### src/hdl/srw_pkg.sv
// Shared types and constants of the selective-repeat receive window.
package srw_pkg;

	localparam int SEQ_BITS       = 16;
	localparam int TAG_BITS       = 32;
	localparam int LEN_BITS       = 13;
	localparam int WIN_CFG_BITS   = 4;
	localparam int WIN_CFG_RESET  = 8;
	localparam int MAX_WINDOW_DEF = 8;

	localparam logic KIND_DELIVER = 1'b0;
	localparam logic KIND_ACK     = 1'b1;

	typedef logic [SEQ_BITS-1:0] seq_t;

	typedef struct packed {
		seq_t                seq_number;
		logic                is_end;
		logic [TAG_BITS-1:0] payload_tag;
		logic [LEN_BITS-1:0] payload_len;
	} srw_item_t;

	typedef struct packed {
		logic                result_kind;
		seq_t                out_seq;
		logic [TAG_BITS-1:0] out_tag;
		logic [LEN_BITS-1:0] out_len;
		logic                transfer_done;
		logic                last_of_run;
	} srw_result_t;

	typedef struct packed {
		logic [TAG_BITS-1:0] tag;
		logic [LEN_BITS-1:0] len;
	} srw_slot_t;

	typedef struct packed {
		logic write;    // store the request payload in this cell
		logic start;    // reload the head token across the row
		logic hit;      // this cell is the head when the token reloads
		logic deliver;  // hand the head token to the next cell
	} srw_cell_ctrl_t;

endpackage

### src/hdl/srw_cell.sv
// One window slot: fill flag, stored payload and the head token.
module srw_cell import srw_pkg::*; (
	input  logic           clk,
	input  logic           arst_n,
	input  srw_cell_ctrl_t ctrl,
	input  srw_slot_t      wr_data,
	input  logic           token_in,
	output logic           filled,
	output logic           token,
	output srw_slot_t      rd_data
);

	logic      filled_q;
	logic      token_q;
	srw_slot_t payload_q;

	always_ff @(posedge clk or negedge arst_n) begin
		if (!arst_n) begin
			filled_q <= 1'b0;
			token_q  <= 1'b0;
		end else begin
			if (ctrl.write) begin
				filled_q <= 1'b1;
			end else if (ctrl.deliver && token_q) begin
				filled_q <= 1'b0;
			end
			if (ctrl.start) begin
				token_q <= ctrl.hit;
			end else if (ctrl.deliver) begin
				token_q <= token_in;
			end
		end
	end

	always_ff @(posedge clk) begin
		if (ctrl.write) begin
			payload_q <= wr_data;
		end
	end

	assign filled  = filled_q;
	assign token   = token_q;
	assign rd_data = payload_q;

endmodule

### src/hdl/selective_repeat_receive_window.sv
// Top level of the selective-repeat receive window: sequencer and row of slot cells.
//
// A request is taken on a clock edge with start high and busy low. It is
// latched, classified in the next cycle, and then either dropped (neither
// in the window nor at most the window size below the base, or beyond the
// end packet), acknowledged at once (below the base by at most the window
// size), or stored. For a stored request the head slot is first brought
// below the window size by subtract steps, needed only if the window was
// shrunk; the request is then written into its slot cell, the head token
// is loaded into the cell at the base, and the token then walks along the
// row one cell per cycle, delivering each filled slot in order. Each result
// is shown on result for exactly one cycle with result_valid high; the
// receiver cannot stall, so results are never held back. A run stops at
// the first empty slot, at the end packet, or after as many deliveries as
// the window size. The walk of the head token through the cells sets the
// delivery rate of one per cycle.
// The ack of a request is always its last result and carries last_of_run.
// Write the window size only while busy is low and no result is pending.
module selective_repeat_receive_window import srw_pkg::*; #(
	parameter int MAX_WINDOW = MAX_WINDOW_DEF
) (
	input  logic                    clk,
	input  logic                    arst_n,
	input  logic                    start,
	output logic                    busy,
	input  srw_item_t               item,
	output logic                    result_valid,
	output srw_result_t             result,
	input  logic                    cfg_we,
	input  logic [WIN_CFG_BITS-1:0] cfg_wdata
);

	localparam int WW    = $clog2(MAX_WINDOW + 1);
	localparam int IW    = (MAX_WINDOW > 1) ? $clog2(MAX_WINDOW) : 1;
	localparam int SW    = WW + 1;
	localparam int W_RST = (MAX_WINDOW < WIN_CFG_RESET) ? MAX_WINDOW : WIN_CFG_RESET;

	localparam logic [2:0] ST_IDLE  = 3'd0;
	localparam logic [2:0] ST_EVAL  = 3'd1;
	localparam logic [2:0] ST_NORM  = 3'd2;
	localparam logic [2:0] ST_STORE = 3'd3;
	localparam logic [2:0] ST_DELIV = 3'd4;
	localparam logic [2:0] ST_ACK   = 3'd5;

	logic [2:0]    state_q;
	logic [WW-1:0] w_q;
	logic [WW-1:0] w_cfg;
	srw_item_t     item_q;
	seq_t          base_q;
	seq_t          end_seq_q;
	logic          end_seen_q;
	logic          done_flag_q;
	logic [IW-1:0] head_slot_q;
	logic [IW-1:0] h_q;
	logic [WW-1:0] off_q;
	logic [IW-1:0] pos_q;
	logic [WW-1:0] cnt_q;
	srw_result_t   result_q;
	logic          result_valid_q;

	srw_cell_ctrl_t        ctrl [MAX_WINDOW];
	srw_slot_t             rd_data [MAX_WINDOW];
	logic [MAX_WINDOW-1:0] filled;
	logic [MAX_WINDOW-1:0] token;
	logic [MAX_WINDOW-1:0] token_in;

	seq_t          off;
	seq_t          back;
	seq_t          end_off;
	logic          in_window;
	logic          beyond;
	logic          back_ok;
	logic          h_big;
	logic [SW-1:0] sum;
	logic [IW-1:0] pos_n;
	logic [SW-1:0] h_inc;
	logic [IW-1:0] h_next;
	logic [WW-1:0] w_m1;
	logic          head_filled;
	srw_slot_t     head_data;
	logic          deliver_en;
	logic          done_hit;
	srw_slot_t     wr_payload;

	// Clamp the written window size into 1..MAX_WINDOW.
	always_comb begin
		if (cfg_wdata == '0) begin
			w_cfg = WW'(1);
		end else if (int'(cfg_wdata) > MAX_WINDOW) begin
			w_cfg = WW'(MAX_WINDOW);
		end else begin
			w_cfg = WW'(cfg_wdata);
		end
	end

	// Classify the latched request against base and end mark.
	assign off       = item_q.seq_number - base_q;
	assign back      = base_q - item_q.seq_number;
	assign end_off   = end_seq_q - base_q;
	assign in_window = !done_flag_q && (off < SEQ_BITS'(w_q));
	assign beyond    = end_seen_q && (off > end_off);
	assign back_ok   = (back != '0) && (back <= SEQ_BITS'(w_q));

	// Slot arithmetic: head reduction, target slot, next head.
	assign h_big  = SW'(h_q) >= SW'(w_q);
	assign sum    = SW'(h_q) + SW'(off_q);
	assign pos_n  = (sum >= SW'(w_q)) ? IW'(sum - SW'(w_q)) : IW'(sum);
	assign h_inc  = SW'(h_q) + SW'(1);
	assign h_next = (h_inc == SW'(w_q)) ? '0 : IW'(h_inc);
	assign w_m1   = w_q - WW'(1);

	// Token ring: the last cell in use feeds cell 0, cells past it get nothing.
	always_comb begin
		token_in    = '0;
		token_in[0] = token[IW'(w_m1)];
		for (int i = 1; i < MAX_WINDOW; i++) begin
			token_in[i] = token[i-1] && (i < int'(w_q));
		end
	end

	// Select the head cell by its token.
	always_comb begin
		head_data   = '0;
		head_filled = 1'b0;
		for (int i = 0; i < MAX_WINDOW; i++) begin
			if (token[i]) begin
				head_data   = head_data | rd_data[i];
				head_filled = head_filled | filled[i];
			end
		end
	end

	assign deliver_en = (state_q == ST_DELIV) && head_filled && (cnt_q != w_q);
	assign done_hit   = end_seen_q && (base_q == end_seq_q);
	assign wr_payload = '{tag: item_q.payload_tag, len: item_q.payload_len};

	for (genvar g = 0; g < MAX_WINDOW; g++) begin : g_cell
		always_comb begin
			ctrl[g].write   = (state_q == ST_STORE) && (pos_q == IW'(g));
			ctrl[g].start   = (state_q == ST_STORE);
			ctrl[g].hit     = (h_q == IW'(g));
			ctrl[g].deliver = deliver_en;
		end

		srw_cell u_cell (
			.clk      (clk),
			.arst_n   (arst_n),
			.ctrl     (ctrl[g]),
			.wr_data  (wr_payload),
			.token_in (token_in[g]),
			.filled   (filled[g]),
			.token    (token[g]),
			.rd_data  (rd_data[g])
		);
	end

	// Control state of the sequencer.
	always_ff @(posedge clk or negedge arst_n) begin
		if (!arst_n) begin
			state_q        <= ST_IDLE;
			w_q            <= WW'(W_RST);
			base_q         <= '0;
			end_seen_q     <= 1'b0;
			end_seq_q      <= '0;
			done_flag_q    <= 1'b0;
			head_slot_q    <= '0;
			cnt_q          <= '0;
			result_valid_q <= 1'b0;
		end else begin
			result_valid_q <= 1'b0;
			if (cfg_we) begin
				w_q <= w_cfg;
			end
			unique case (state_q)
				ST_IDLE: begin
					if (start) begin
						state_q <= ST_EVAL;
					end
				end
				ST_EVAL: begin
					if (in_window && !beyond) begin
						state_q <= ST_NORM;
					end else if (!in_window && back_ok) begin
						state_q <= ST_ACK;
					end else begin
						// drop: outside the window and not just below the base, or past the end packet
						state_q <= ST_IDLE;
					end
				end
				ST_NORM: begin
					if (!h_big) begin
						state_q <= ST_STORE;
					end
				end
				ST_STORE: begin
					if (item_q.is_end) begin
						end_seen_q <= 1'b1;
						end_seq_q  <= item_q.seq_number;
					end
					cnt_q   <= '0;
					state_q <= ST_DELIV;
				end
				ST_DELIV: begin
					if (deliver_en) begin
						result_valid_q <= 1'b1;
						base_q         <= base_q + 1'b1;
						head_slot_q    <= h_next;
						cnt_q          <= cnt_q + 1'b1;
						if (done_hit) begin
							done_flag_q <= 1'b1;
							state_q     <= ST_ACK;
						end
					end else begin
						state_q <= ST_ACK;
					end
				end
				ST_ACK: begin
					result_valid_q <= 1'b1;
					state_q        <= ST_IDLE;
				end
				default: begin
					state_q <= ST_IDLE;
				end
			endcase
		end
	end

	// Working registers and the result register.
	always_ff @(posedge clk) begin
		unique case (state_q)
			ST_IDLE: begin
				if (start) begin
					item_q <= item;
				end
			end
			ST_EVAL: begin
				h_q   <= head_slot_q;
				off_q <= WW'(off);
			end
			ST_NORM: begin
				if (h_big) begin
					h_q <= IW'(SW'(h_q) - SW'(w_q));
				end else begin
					pos_q <= pos_n;
				end
			end
			ST_DELIV: begin
				if (deliver_en) begin
					h_q      <= h_next;
					result_q <= '{
						result_kind:   KIND_DELIVER,
						out_seq:       base_q,
						out_tag:       head_data.tag,
						out_len:       head_data.len,
						transfer_done: done_flag_q | done_hit,
						last_of_run:   1'b0
					};
				end
			end
			ST_ACK: begin
				result_q <= '{
					result_kind:   KIND_ACK,
					out_seq:       item_q.seq_number,
					out_tag:       '0,
					out_len:       '0,
					transfer_done: done_flag_q,
					last_of_run:   1'b1
				};
			end
			default: begin
			end
		endcase
	end

	assign busy         = (state_q != ST_IDLE);
	assign result_valid = result_valid_q;
	assign result       = result_q;

`ifndef SYNTHESIS
	a_token_onehot: assert property (@(posedge clk) disable iff (!arst_n)
		state_q == ST_DELIV |-> $onehot(token))
		else $error("head token is not held by exactly one cell");

	a_head_in_window: assert property (@(posedge clk) disable iff (!arst_n)
		(state_q == ST_STORE || state_q == ST_DELIV) |-> SW'(h_q) < SW'(w_q))
		else $error("head slot outside the window");

	a_no_store_after_done: assert property (@(posedge clk) disable iff (!arst_n)
		done_flag_q |-> state_q != ST_STORE)
		else $error("slot written after the transfer finished");

	a_run_bounded: assert property (@(posedge clk) disable iff (!arst_n)
		state_q == ST_DELIV |-> cnt_q <= w_q)
		else $error("delivery run longer than the window");

	a_ack_closes_run: assert property (@(posedge clk) disable iff (!arst_n)
		deliver_en |=> result_valid && result.result_kind == KIND_DELIVER
			&& !result.last_of_run)
		else $error("delivery not presented as a non-final result");
`endif

endmodule
### config.mk
export PLATFORM = sky130hd
export DESIGN_NAME = selective_repeat_receive_window
export DESIGN_NICKNAME = d
export VERILOG_FILES = /design/src/hdl/srw_pkg.sv /design/src/hdl/srw_cell.sv /design/src/hdl/selective_repeat_receive_window.sv
export SDC_FILE = /design/constraint.sdc
export NUM_CORES = 1
export LEC_CHECK = 0
export BUFFER_PORTS_ARGS = -buffer_cell sky130_fd_sc_hd__buf_2
export CAP_MARGIN = 20
export CORE_MARGIN = 4
export CORE_UTILIZATION = 40
export DETAILED_ROUTE_END_ITERATION = 16
export PLACE_DENSITY_LB_ADDON = 0.08
export SYNTH_ARGS = -nofsm -noshare
export SYNTH_HDL_FRONTEND = slang
export SYNTH_HIERARCHICAL = 1
export SYNTH_SLANG_ARGS = --single-unit
### constraint.sdc
create_clock -name clk -period 6.4 [get_ports clk]
set_input_delay 0.32 -clock clk [delete_from_list [all_inputs] [get_ports clk]]
set_output_delay 0.32 -clock clk [all_outputs]
set_load 0.01 [all_outputs]
# == Word-level counts from Yosys, hierarchy flattened ==
# Index checks and enable logic that the tools add are counted.
# word_totals
reg_bits,561
latchBits,0
ram_bits,0
romBits,0
in_bits,70
word_cells,252
memories,0
# classes
add_sub_neg,10
mul,0
n_div,0
n_lt_le_gt_ge,14
eq_ne,27
n_shift,0
muxes,70
bitwise_logic,16
n_reduce_logical,61
# ops
op,n
$mux 45,8
$or 45x45->45,7
$pmux 64 s2,1
$mux 64,1
$sub 16x16->16,3
$mux 1,42
$logic_and 1x1->1,31
$eq 3x3->1 const B,10
$mux 3,10
$reduce_bool 2->1,11
$eq 3x2->1 const B,6
$add 16x1->16 const B,1
$eq 16x16->1,1
$gt 16x16->1,1
$le 16x4->1,1
$lt 16x4->1,1
$lt 3x4->1 const A,4
$reduce_bool 16->1,1
$pmux 3 s5,1
$mux 4,3
$reduce_and 2->1,6
$eq 3x1->1 const B,3
$logic_not 3->1,3
$pmux 3 s3,1
24 further kinds,41

# == Longest topological paths before layout ==
# Gate-level depths: netlist of the first run.
# logic_depth
word_depth,20
mapped_depth,20
ltp_nobuf,20

# == By module ==
# The synthesis of the first run kept the hierarchy.
# by_module_without_submodules
module,instances,cells_per_inst,area_each_um2
selective_repeat_receive_window,1,1152,12016.5
srw_cell,8,52,1431.4

# == Worst setup path before layout of the first run ==
# OpenSTA, ideal clock, no wires.
# synth_path
path_kind,register to register
from,reg state_q[2]
to,"reg g_cell[0].u_cell.payload_q, in the netlist g_cell[0].u_cell/rd_data[0] (enable)"
t_arrival_ns,5.183
required_ns,5.837
slack_ns,0.653
stages_incl_launch_ff,4
synth_period_minus_slack_ns,5.747
path_cell_list,dfrtp_1 clkbuf_1 nand3b_1 nor4_1
# synth_rtl
item,line_no,source
from (decl),selective_repeat_receive_window.sv:45,logic [2:0] state_q;
from (signal assigned),selective_repeat_receive_window.sv:160,state_q <= ST_IDLE;
from (signal assigned),selective_repeat_receive_window.sv:177,state_q <= ST_EVAL;
from (signal assigned),selective_repeat_receive_window.sv:182,state_q <= ST_NORM;
to (signal assigned),srw_cell.sv:37,payload_q <= wr_data;
to (decl),srw_cell.sv:15,srw_slot_t payload_q;

# == Final worst setup path of the first run ==
# layout_path
from,reg base_q[1]
to,reg state_q[1]
# layout_via
elab_chain_cells,7
# layout_rtl
item,line_no,source
from (decl),selective_repeat_receive_window.sv:49,seq_t base_q;
from (signal assigned),selective_repeat_receive_window.sv:206,base_q <= base_q + 1'b1;
$sub 16x16->16 (on tied branches),"selective_repeat_receive_window.sv:97, selective_repeat_receive_window.sv:99",
$gt 16x16->1,selective_repeat_receive_window.sv:101,assign beyond = end_seen_q && (off > end_off);
$logic_and 1x1->1,selective_repeat_receive_window.sv:101,
$logic_not 1->1,selective_repeat_receive_window.sv:181,if (in_window && !beyond) begin
$logic_and 1x1->1,selective_repeat_receive_window.sv:181,
$mux 3,selective_repeat_receive_window.sv:181,
$pmux 3 s5,selective_repeat_receive_window.sv:174,unique case (state_q)
to (signal assigned),selective_repeat_receive_window.sv:177,
to (signal assigned),selective_repeat_receive_window.sv:182,
to (signal assigned),selective_repeat_receive_window.sv:184,state_q <= ST_ACK;
# Several ways; a longest one is shown, not always the timed one.
# A chain may end at the register's enable or synchronous reset.

==> results of run 1 <==
==> power by group through the flow <==
| stage | clock (W) | combinational (W) | sequential [W] |
|---|---|---|---|
| detailed placement | 0 | 0.000264 | 0.00414 |
| global placement | 0 | 0.000263 | 0.00413 |
| finish | 0.00319 | 0.000298 | 0.00406 |
| global route | 0.00343 | 0.000337 | 0.00406 |
| floorplan | 0 | 0.000175 | 0.00411 |
| CTS | 0.00328 | 0.000299 | 0.00406 |
==> cell families after synthesis <==
logic type                 after synthesis  share of synthesized area, %
and+or+nand+nor                        261                          5.61
buffers and inverters                  135                          2.30
DFF                                    560                          70.3
AOI/OAI and AO/OA                      440                          13.4
xor gates and xnor gates                58                          2.24
muxes                                   20                         0.986
adders and majority gates               94                          5.20
==> worst register-to-register path, stage by stage (launching register included) <==
cell	delay (ns)
dfrtp_1	0.47
inv_1	0.19
ha_1	0.34
nor2b_1	0.12
o21ai_0	0.10
a21boi_0	0.17
o21ai_0	0.19
a311oi_1	0.52
nor3_1	0.15
o41ai_1	0.44
a21oi_1	0.15
xnor2_1	0.15
ha_1	0.31
nand4_1	0.17
o41ai_1	0.38
a21oi_1	0.08
o21ai_1	0.14
==> per-stage QoR <==
step | total power [W] | instances | hold WS, ns
after floorplan | 0.00429 | 1568 | 0.0244
after global placement | 0.00440 | 2418 | 0.459
after detailed placement | 0.00440 | 2418 | 0.473
after CTS | 0.00764 | 2598 | 0.157
after global routing | 0.00783 | 2600 | 0.191
final | 0.00755 | 2600 | 0.201
==> worst min path at each step <==
stage / from / endpoint / slack (ns) / depth (start not counted)
CTS: start / state_q[0] / 0.16 / 3
detailed placement: g_cell[5].u_cell/filled / g_cell[5].u_cell/filled / 0.47 / 1
finish: start / state_q[0] / 0.20 / 3
floorplan: arst_n / base_q[0] / 0.02 / 0
global placement: g_cell[4].u_cell/filled / g_cell[4].u_cell/filled / 0.46 / 1
global route: start / state_q[0] / 0.19 / 3
==> cells in the mapped netlist, types with 3 or more instances <==
master / instances
nor2b_1: 13
buf_1: 4
or3_1: 6
or2_2: 5
nand2b_1: 16
a211oi_1: 5
and3_1: 6
xnor2_1: 41
ha_1: 88
buf_2: 7
and2_1: 8
o31a_1: 3
mux2_2: 5
a311oi_1: 3
o31ai_1: 4
nand3_1: 17
nand3b_1: 7
a211o_1: 3
a41oi_1: 46
xor2_1: 16
nor3_1: 22
dfrtp_1: 64
mux2i_1: 13
nor2_1: 40
nand4_1: 13
nand2_1: 88
o21a_1: 8
inv_1: 62
a21boi_0: 4
a31oi_1: 5
clkbuf_1: 56
a21oi_1: 51
nor4_1: 7
edfxtp_1: 495
o21ai_0: 57
o21ai_1: 10
o21bai_1: 4
nor3b_1: 3
a22oi_1: 186
fa_1: 6
a21o_1: 24
==> state kept, by name, summed over array words and instances (netlist names), 4 cells and up <==
signal and flops:
base_q 16, cnt_q 4, end_seq_q 16, g_cell.u_cell/filled 8, g_cell.u_cell/rd_data 360, g_cell.u_cell/token 8
item_q 62, off_q 4, result 63, w_q 4
==> what timing repair did <==
action	CTS	global route
hold buffers	71	0
hold endpoints to repair	111	0
gates resized for setup	0	0
==> area by class of cell <==
class	count	area [sq um]	share of cell area [%]
clock buffers	74	1530	5.55
clock inverters	35	280	1.02
inverters	63	236	0.856
multi-input cells	873	6500	23.6
flip-flops and latches	560	16500	59.8
well taps	765	957	3.47
repair buffers	230	1600	5.79
==> per-layer routing <==
layer	global-route usage, %	up-vias
met1	28.5	7357
met3	2.95	74
li1	-	6592
met5	0	-
met2	30.3	376
met4	4.44	0
==> flow_metrics.tcl, run 1 <==
set metrics [dict create \
    peakVddDrop_uv 221 \
    yosysTopAreaCell "edfxtp_1" \
    drive_above_1_share_pct 15.8 \
    fillCellCount 5142 \
    r2r_end "state_q[1]" \
    tightest_slew_ns 0.995 \
    final.min_clock_period_ns 4.13 \
    gr-total-overflow 0 \
    path_cells "inv_1 -> ha_1 -> nor2b_1 -> o21ai_0 -> a21boi_0 -> o21ai_0 -> a311oi_1 -> nor3_1 -> o41ai_1 -> a21oi_1 -> xnor2_1 -> ha_1 -> nand4_1 -> o41ai_1 -> a21oi_1 -> o21ai_1" \
    syn_avg_cell_area_sq_um 15.0 \
    swShare_pct 21.6 \
    drt-initial-drc-count 1193 \
    post-place-ws_ns 2.35 \
    hpwlAfterDp_mm 34.1 \
    top_layer "met4" \
    ys_ff_latch 560 \
    slew_viol_final 0 \
    drt-pass1-iter-count 5 \
    maxCapViolCount 0 \
    rrSetupSlack_ns 2.27 \
    postCtsSetupBuffers 0 \
    finalCritPeriodShare_pct 64.6 \
    dieWidth_um 250 \
    worstSetupStartpointType "flip-flop" \
    startpoint "base_q[1]" \
    cp_slowest_stage_delay_ns 0.52 \
    yosysSeqAreaShare_pct 70.3 \
    stdcell_area_sq_mm 0.0276 \
    reg2reg_depth 16 \
    first_global_vias 14600 \
    core-area_sq_mm 0.0579 \
    place_area_sq_mm 0.0250 \
    die_h_um 250 \
    htreeDepth 2 \
    synth-edff-count 495 \
    crit_cells 16 \
    viasPerCell 5.54 \
    dr_wl_met2_mm 28.0 \
    place_congestion 0.839 \
    seqPwrFrac_pct 53.8 \
    drtAntennaViolNets 0 \
    cp.arrival_ns 4.68 \
    cp-end-kind "flip-flop" \
    clkTransAtPathRegs_ns 0.06 \
    grt_max_degree 66 \
    crit_buf_inv 1 \
    pwr-share-clk_pct 42.3 \
    synth_area_sq_mm 0.0235 \
    synth.area.top_cells "edfxtp_1 (63%), dfrtp_1 (6.8%), a22oi_1 (6.0%)" \
    vias 14400 \
    synth_flop_cell "edfxtp_1" \
    wl_mm 61.2 \
    fin_util_pct 47.7 \
    dieArea_sq_mm 0.0626 \
    rsz0062_at_grt "no" \
    numCtsBuffers 58 \
    num_rows 88 \
    final_nets 1950 \
    grt_use_total_pct 19.3 \
    intPower_w 0.00592 \
    antenna_found_initial 0 \
    cp-endpoint "state_q[1]" \
    worst_ep_required_time_ns 6.95 \
    hold_class "in -> reg" \
    finalHoldViolCount 0 \
    wl_per_cell_um 23.6 \
    cts_root_buffer "clkbuf_16" \
    p_sw_w 0.00163 \
    skew_ns 0.0435 \
    cts_sinks 560 \
    timing.fmax_mhz 242 \
    cp_top_family "compound AO/OA/AOI/OAI gates" \
    dr_wl_met3_mm 3.16 \
    async_reset_ff_share_pct 11.6 \
    cpMaxStageDelayCell "a311oi_1" \
    synth_cell_types 76 \
    initial_core_util_pct 40.5 \
    setup_ws_ns 2.27 \
    cts_tree "yes" \
    setup_viol 0 \
    clock_latency_ns 0.63 \
    yosys_warnings 6 \
    combPwrFrac_pct 4.0 \
    area_growth_pct 17.7 \
    relSlewSlack_pct 33.3 \
    io_pins 136 \
    p_leak_nw 9.30 \
    final_common_cell "edfxtp_1" \
    synthesis.nets 1732 \
    drcViolationCount 0 \
    path_class "reg -> reg" \
    timing.critical_path.fanout_max 6 \
    port_buffers 135 \
    antenna_cells 0 \
    fin_tns_setup_ns 0 \
    wirelength_met1_mm 29.0 \
    clockBufferDepth 3 \
    syn-instance-count 1568 \
    yosys.area.top_type_share_pct 63.3 \
    grt_pass1_wl_mm 93.1 \
    p_per_area_mw_per_mm2 274 \
    outcome "complete, no violations" \
    reg2reg_from "base_q[1]" \
    final_cell_mix "edfxtp_1 (495), a22oi_1 (186), buf_2 (135)" \
]
(Power assumes the default switching activity.)
==> run 2, diff against run 1 <==
--- a/config.mk
+++ b/config.mk
@@ -5,6 +5,7 @@
 export SDC_FILE = /design/constraint.sdc
 export NUM_CORES = 1
 export LEC_CHECK = 0
+export ABC_AREA = 1
 export BUFFER_PORTS_ARGS = -buffer_cell sky130_fd_sc_hd__buf_2
 export CAP_MARGIN = 20
 export CORE_MARGIN = 4
==> constraint.sdc (replaced) <==
create_clock -name clk -period 3.93 [get_ports clk]
set_input_delay 0.1965 -clock clk [delete_from_list [all_inputs] [get_ports clk]]
set_output_delay 0.1965 -clock clk [all_outputs]
set_load 0.01 [all_outputs]
==> run 2 against run 1 <==
Worst setup slack worse by 1.8 ns. Clock power is 83% higher. Critical path type unchanged. Via count up 8.4%. Largest power group unchanged. Wire length increased by 4.6%.
==> flow_metrics.tcl, run 2 <==
set metrics [dict create \
    outcome "complete, no violations" \
    antenna_found_initial 2 \
    vias 15600 \
    final_cell_mix "edfxtp_1 (495), nand2_1 (467), inv_1 (189)" \
    ys_ff_latch 560 \
    crit_cells 19 \
    io_pins 136 \
    grt_use_total_pct 19.8 \
    synth_flop_cell "edfxtp_1" \
    drt-initial-drc-count 1057 \
    viasPerCell 5.19 \
    num_rows 89 \
    synthesis.nets 2118 \
    p_leak_nw 11.4 \
    place_congestion 0.908 \
    hold_class "in -> async" \
    yosys.area.top_type_share_pct 61.5 \
    final_nets 2353 \
    finalHoldViolCount 0 \
    maxCapViolCount 0 \
    fin_util_pct 48.4 \
    async_reset_ff_share_pct 11.6 \
    timing.critical_path.fanout_max 6 \
    grt_max_degree 64 \
    synthTopCellsByCount "edfxtp_1 (495), nand2_1 (467), inv_1 (189)" \
    cts_tree "yes" \
    stdcell_area_sq_mm 0.0287 \
    cp-end-kind "flip-flop" \
    die_h_um 254 \
    cpMaxStageDelayCell "dfrtp_1" \
    cp.arrival_ns 4.05 \
    path_class "reg -> reg" \
    drive_above_1_share_pct 14.4 \
    first_global_vias 15800 \
    peakVddDrop_uv 335 \
    dieWidth_um 254 \
    wl_per_cell_um 21.3 \
    synth-edff-count 495 \
    drcViolationCount 0 \
    hold_ws_ns 0.0881 \
    setup_viol 0 \
    syn_avg_cell_area_sq_um 12.4 \
    crit_buf_inv 1 \
    cp_slowest_stage_delay_ns 0.49 \
    path_cells "inv_1 -> ha_1 -> nand3_1 -> nand2_1 -> a21oi_1 -> o21ai_1 -> a21boi_1 -> o21ai_1 -> nand3_1 -> nand2_1 -> nand2_1 -> nand2_1 -> ha_1 -> nand2_1 -> nor4_1 -> nand3_1 -> nand2_1 -> o21ai_0 -> o21ai_1" \
    gr-total-overflow 0 \
    cts_sinks 560 \
    largest_reg_flops 360 \
    skew_ns 0.0385 \
    yosys_warnings 6 \
    reg2reg_depth 19 \
    worstSetupStartpointType "flip-flop" \
    wl_mm 64.0 \
    slew_viol_final 0 \
    final_common_cell "edfxtp_1" \
    yosysSeqAreaShare_pct 68.3 \
    worst_ep_required_time_ns 4.48 \
    htreeDepth 2 \
    syn-instance-count 1954 \
    clkTransAtPathRegs_ns 0.06 \
    cts_root_buffer "clkbuf_16" \
    cp_common_cell "nand2_1" \
    tightest_slew_ns 0.866 \
    synth_cell_types 54 \
    p_per_area_mw_per_mm2 497 \
    synth_area_sq_mm 0.0242 \
    synth.area.top_cells "edfxtp_1 (62%), nand2_1 (7.3%), dfrtp_1 (6.6%)" \
    clockBufferDepth 3 \
    final.min_clock_period_ns 3.50 \
    port_buffers 135 \
    grt_pass1_wl_mm 96.9 \
    numCtsBuffers 59 \
    synth.most_common_cell "edfxtp_1" \
    hpwlAfterDp_mm 38.1 \
    clock_latency_ns 0.62 \
    postCtsSetupBuffers 0 \
    antenna_cells 0 \
    core-area_sq_mm 0.0594 \
    cp_top_family "simple AND/OR/NAND/NOR gates" \
    drtAntennaViolNets 0 \
    drt-pass1-iter-count 5 \
    place_area_sq_mm 0.0260 \
    initial_core_util_pct 40.7 \
    rsz0062_at_grt "no" \
    finalCritPeriodShare_pct 89.1 \
    yosysTopAreaCell "edfxtp_1" \
    area_growth_pct 19.0 \
    dieArea_sq_mm 0.0644 \
    timing.fmax_mhz 285 \
    relSlewSlack_pct 42.3 \
]
run 2: changes by cell type after synthesis, sizes merged, moves of 28 or more:
cell / delta
a21oi: +53
a221oi: +84
a22o: +35
a22oi: -186
a41oi: -46
inv: +132
nand2: +392
nand3: +49
nor2: +31
xnor2: -28
run 2: routing by layer:
layer / track usage [%] / vias up / routed length, um
li1: - / 7428 / -
met1: 27.9 / 7714 / 29500
met2: 32.6 / 374 / 30000
met3: 3.01 / 94 / 3070
met4: 5.09 / 0 / 1450
met5: 0 / - / 0
run 2: area by class of cell:
type	instances	area (sq um)
tap	773	967
clock inverter	40	515
sequential	560	16500
multi-input combinational	1134	6740
fill	5247	30600
timing repair buffer	238	1770
clock buffer	69	1510
inverter	196	736
run 2: kinds of logic (layout without fill, tap and decap cells):
| group | count (synthesis) | count (layout) | synth area share, % |
|---|---|---|---|
| AND/OR/NAND/NOR | 661 | 661 | 11.5 |
| flip-flops | 560 | 560 | 68.3 |
| AO/OA/AOI/OAI | 331 | 331 | 9.18 |
| buffers and inverters | 260 | 543 | 4.14 |
| adder cells (fa/ha/maj) | 94 | 94 | 5.06 |
| XOR/XNOR | 46 | 46 | 1.73 |
| multiplexers | 2 | 2 | 0.0932 |
run 2: stage by stage:
stage | std cells | TNS (ns) | worst slack [ns] | total power, W
4_1_cts | 3008 | 0 | 0.446 | 0.0144
5_1_grt | 3010 | 0 | 0.0783 | 0.0149
3_3_place_gp | 2828 | 0 | 0.513 | 0.00850
3_5_place_dp | 2828 | 0 | 0.466 | 0.00852
6_report | 3010 | 0 | 0.427 | 0.0143
2_1_floorplan | 1954 | -13.47 | -0.0749 | 0.00800
run 2: final timing paths:
path,startpoint,end,slack [ns]
worst max-delay path,base_q[1],state_q[1],0.43
worst max register to register,base_q[1],state_q[1],0.43
max in group asynchronous,arst_n,g_cell[3].u_cell/token,3.08
min in group clk,item[19],item_q[19],0.28
worst min-delay path,arst_n,end_seq_q[7],0.09
worst min register to register,g_cell[2].u_cell/filled,g_cell[2].u_cell/filled,0.49
run 2: power breakdown:
part	switching, W	internal (W)	total (W)
combinational	0.000895	0.000513	0.00141
sequential	0.000235	0.00682	0.00705
clock	0.00234	0.00348	0.00583
run 2: repair_timing:
item,4_1_cts,5_1_grt
hold endpoints to repair,105,0
hold buffers,71,0
gates resized for setup,0,0
run 2: worst reg2reg max path: stages, from the launching register on:
cell and delay (ns):
dfrtp_1 0.49, inv_1 0.18, ha_1 0.34, nand3_1 0.08, nand2_1 0.08, a21oi_1 0.25, o21ai_1 0.17, a21boi_1 0.23
o21ai_1 0.13, nand3_1 0.11, nand2_1 0.06, nand2_1 0.06, nand2_1 0.06, ha_1 0.31, nand2_1 0.06, nor4_1 0.37
nand3_1 0.12, nand2_1 0.07, o21ai_0 0.09, o21ai_1 0.17
==> run 3, diff against run 2 <==
--- a/config.mk
+++ b/config.mk
@@ -8,8 +8,8 @@
 export ABC_AREA = 1
 export BUFFER_PORTS_ARGS = -buffer_cell sky130_fd_sc_hd__buf_2
 export CAP_MARGIN = 20
-export CORE_MARGIN = 4
 export CORE_UTILIZATION = 40
+export CTS_BUF_LIST = sky130_fd_sc_hd__clkbuf_4
 export DETAILED_ROUTE_END_ITERATION = 16
 export PLACE_DENSITY_LB_ADDON = 0.08
 export SYNTH_ARGS = -nofsm -noshare
==> run 3 against run 2 <==
Non-clock buffer count is 72 higher. First-iteration DRC count fell by 6.7%. Critical path type unchanged. Cell area grew 2.0%. The run now ends with design-rule violations left.
==> flow_metrics.tcl, run 3 (synthesis gave the netlist of run 2 again) <==
set metrics [dict create \
    outcome "finished, violations left" \
    violations "design-rule violations" \
    initial_core_util_pct 40.7 \
    cts_resized 0 \
    place_congestion 0.890 \
    drive_above_1_share_pct 19.8 \
    wl_mm 65.2 \
    dieArea_sq_mm 0.0614 \
    area_growth_pct 21.4 \
    final_nets 2517 \
    drcViolationCount 5 \
    skew_ns 0.0609 \
    grt_max_degree 50 \
    io_pins 136 \
    pwr-share-clk_pct 37.6 \
    drt-initial-drc-count 986 \
    final.min_clock_period_ns 3.55 \
    fillCellCount 5396 \
    clockBufferDepth 3 \
    clkTransAtPathRegs_ns 0.07 \
    fin_tns_setup_ns 0 \
    port_buffers 135 \
    seqPwrFrac_pct 51.6 \
    vias 16500 \
    grt_pass1_wl_mm 98.7 \
    hpwlAfterDp_mm 38.4 \
    final_cell_count_no_fill 3243 \
    cts_tree "yes" \
    gr-total-overflow 0 \
    slew_viol_final 0 \
    final_common_cell "edfxtp_1" \
    combPwrFrac_pct 10.8 \
    worstSetupStartpointType "flip-flop" \
    numCtsBuffers 151 \
    cp-end-kind "flip-flop" \
    path_class "reg -> reg" \
    seqCellArea_sq_mm 0.0165 \
    cts_sinks 560 \
    finalHoldViolCount 0 \
    p_leak_nw 11.8 \
    postCtsSetupBuffers 0 \
    p_sw_w 0.00355 \
    htreeDepth 4 \
    cts_root_buffer "clkbuf_4" \
    swShare_pct 26.0 \
    die_h_um 248 \
    core-area_sq_mm 0.0594 \
    grt_use_total_pct 21.8 \
    num_rows 89 \
    multi_input_area_sq_mm 0.00674 \
    viasPerCell 5.10 \
    dp_cells 2835 \
    relSlewSlack_pct 43.0 \
    peakVddDrop_uv 252 \
    wl_per_cell_um 20.1 \
    setup_viol 0 \
    drtAntennaViolNets 0 \
    final_cell_mix "edfxtp_1 (495), nand2_1 (467), clkbuf_4 (235)" \
    p_per_area_mw_per_mm2 466 \
    timing.critical_path.fanout_max 7 \
    maxCapViolCount 0 \
    antenna_found_initial 3 \
    tightest_slew_ns 0.855 \
    clock_latency_ns 0.97 \
    drt-pass1-iter-count 11 \
    worst_ep_required_time_ns 4.81 \
    hold_class "in -> reg" \
    cp.arrival_ns 4.43 \
    dieWidth_um 248 \
    finalCritPeriodShare_pct 90.5 \
    timing.fmax_mhz 281 \
    rsz0062_at_grt "no" \
    intPower_w 0.0101 \
    largest_reg_flops 360 \
    first_global_vias 16800 \
]
-- run 3: worst paths after layout --
kind                                               from                      end  slack, ns  depth (start not counted)
worst max-delay path                          base_q[2]               state_q[1]       0.38                         19
worst max register to register                base_q[2]               state_q[1]       0.38                         19
max in group asynchronous                        arst_n             end_seq_q[8]       2.36                          4
min in group asynchronous                        arst_n                base_q[2]       0.52                          4
worst min-delay path                              start               state_q[0]       0.21                          4
worst min register to register  g_cell[1].u_cell/filled  g_cell[1].u_cell/filled       0.48                          1
-- run 3: what timing repair did --
item	CTS	global route
endpoints found under the setup margin	0	0
hold endpoints to repair	193	0
hold buffers	138	0
-- run 3: critical path, cell delays in order, from the launching register on --
cell and delay (ns):
dfrtp_1 0.40, inv_1 0.20, ha_1 0.34, a21oi_1 0.17
nand2_1 0.11, a21oi_1 0.22, o21ai_1 0.15, a21boi_1 0.24
o21ai_1 0.13, nand3_1 0.11, nand2_1 0.06, nand2_1 0.06
nand2_1 0.05, ha_1 0.31, nand2_1 0.06, nor4_1 0.39
nand3_1 0.13, nand2_1 0.09, o21ai_0 0.08, o21ai_1 0.16
-- run 3: routing by layer --
| layer | track usage (%) | up-vias | share of wire, % |
|---|---|---|---|
| met5 | 0 | - | 0.020 |
| met4 | 7.67 | 2 | 2.0 |
| met1 | 28.4 | 8115 | 44 |
| met3 | 4.77 | 96 | 5.3 |
| li1 | - | 7862 | - |
| met2 | 35.8 | 454 | 48 |
-- run 3: power by group through the flow --
stage / Sequential (W) / Clock, W / Combinational, W
global route: 0.00708 / 0.00560 / 0.00167
floorplan: 0.00708 / 0 / 0.000919
CTS: 0.00705 / 0.00531 / 0.00149
finish: 0.00705 / 0.00513 / 0.00148
detailed placement: 0.00717 / 0 / 0.00137
global placement: 0.00716 / 0 / 0.00134
-- run 3: per-stage QoR --
| step | hold WS (ns) | util (%) | power [W] | setup slack (ns) | instance area [sq um] |
|---|---|---|---|---|---|
| after floorplan | -0.0991 | - | 0.00800 | -0.0749 | 24200 |
| after CTS | 0.129 | 49.4 | 0.0138 | 0.413 | 29300 |
| after global placement | 0.185 | 43.8 | 0.00851 | 0.587 | 26000 |
| final | 0.207 | 49.4 | 0.0137 | 0.375 | 29300 |
| after detailed placement | 0.177 | 43.8 | 0.00854 | 0.463 | 26000 |
| after global routing | 0.184 | 49.4 | 0.0143 | 0.00756 | 29300 |
-- run 3: cell type report --
cell class                      instances  area share (%)
Antenna cell                            5          0.0427
Tap cell                              773            3.30
Sequential cell                       560            56.3
Inverter                              196            2.51
Timing Repair Buffer                  310            8.33
Clock inverter                         30           0.542
Clock buffer                          235            6.02
Multi-Input combinational cell       1134            23.0
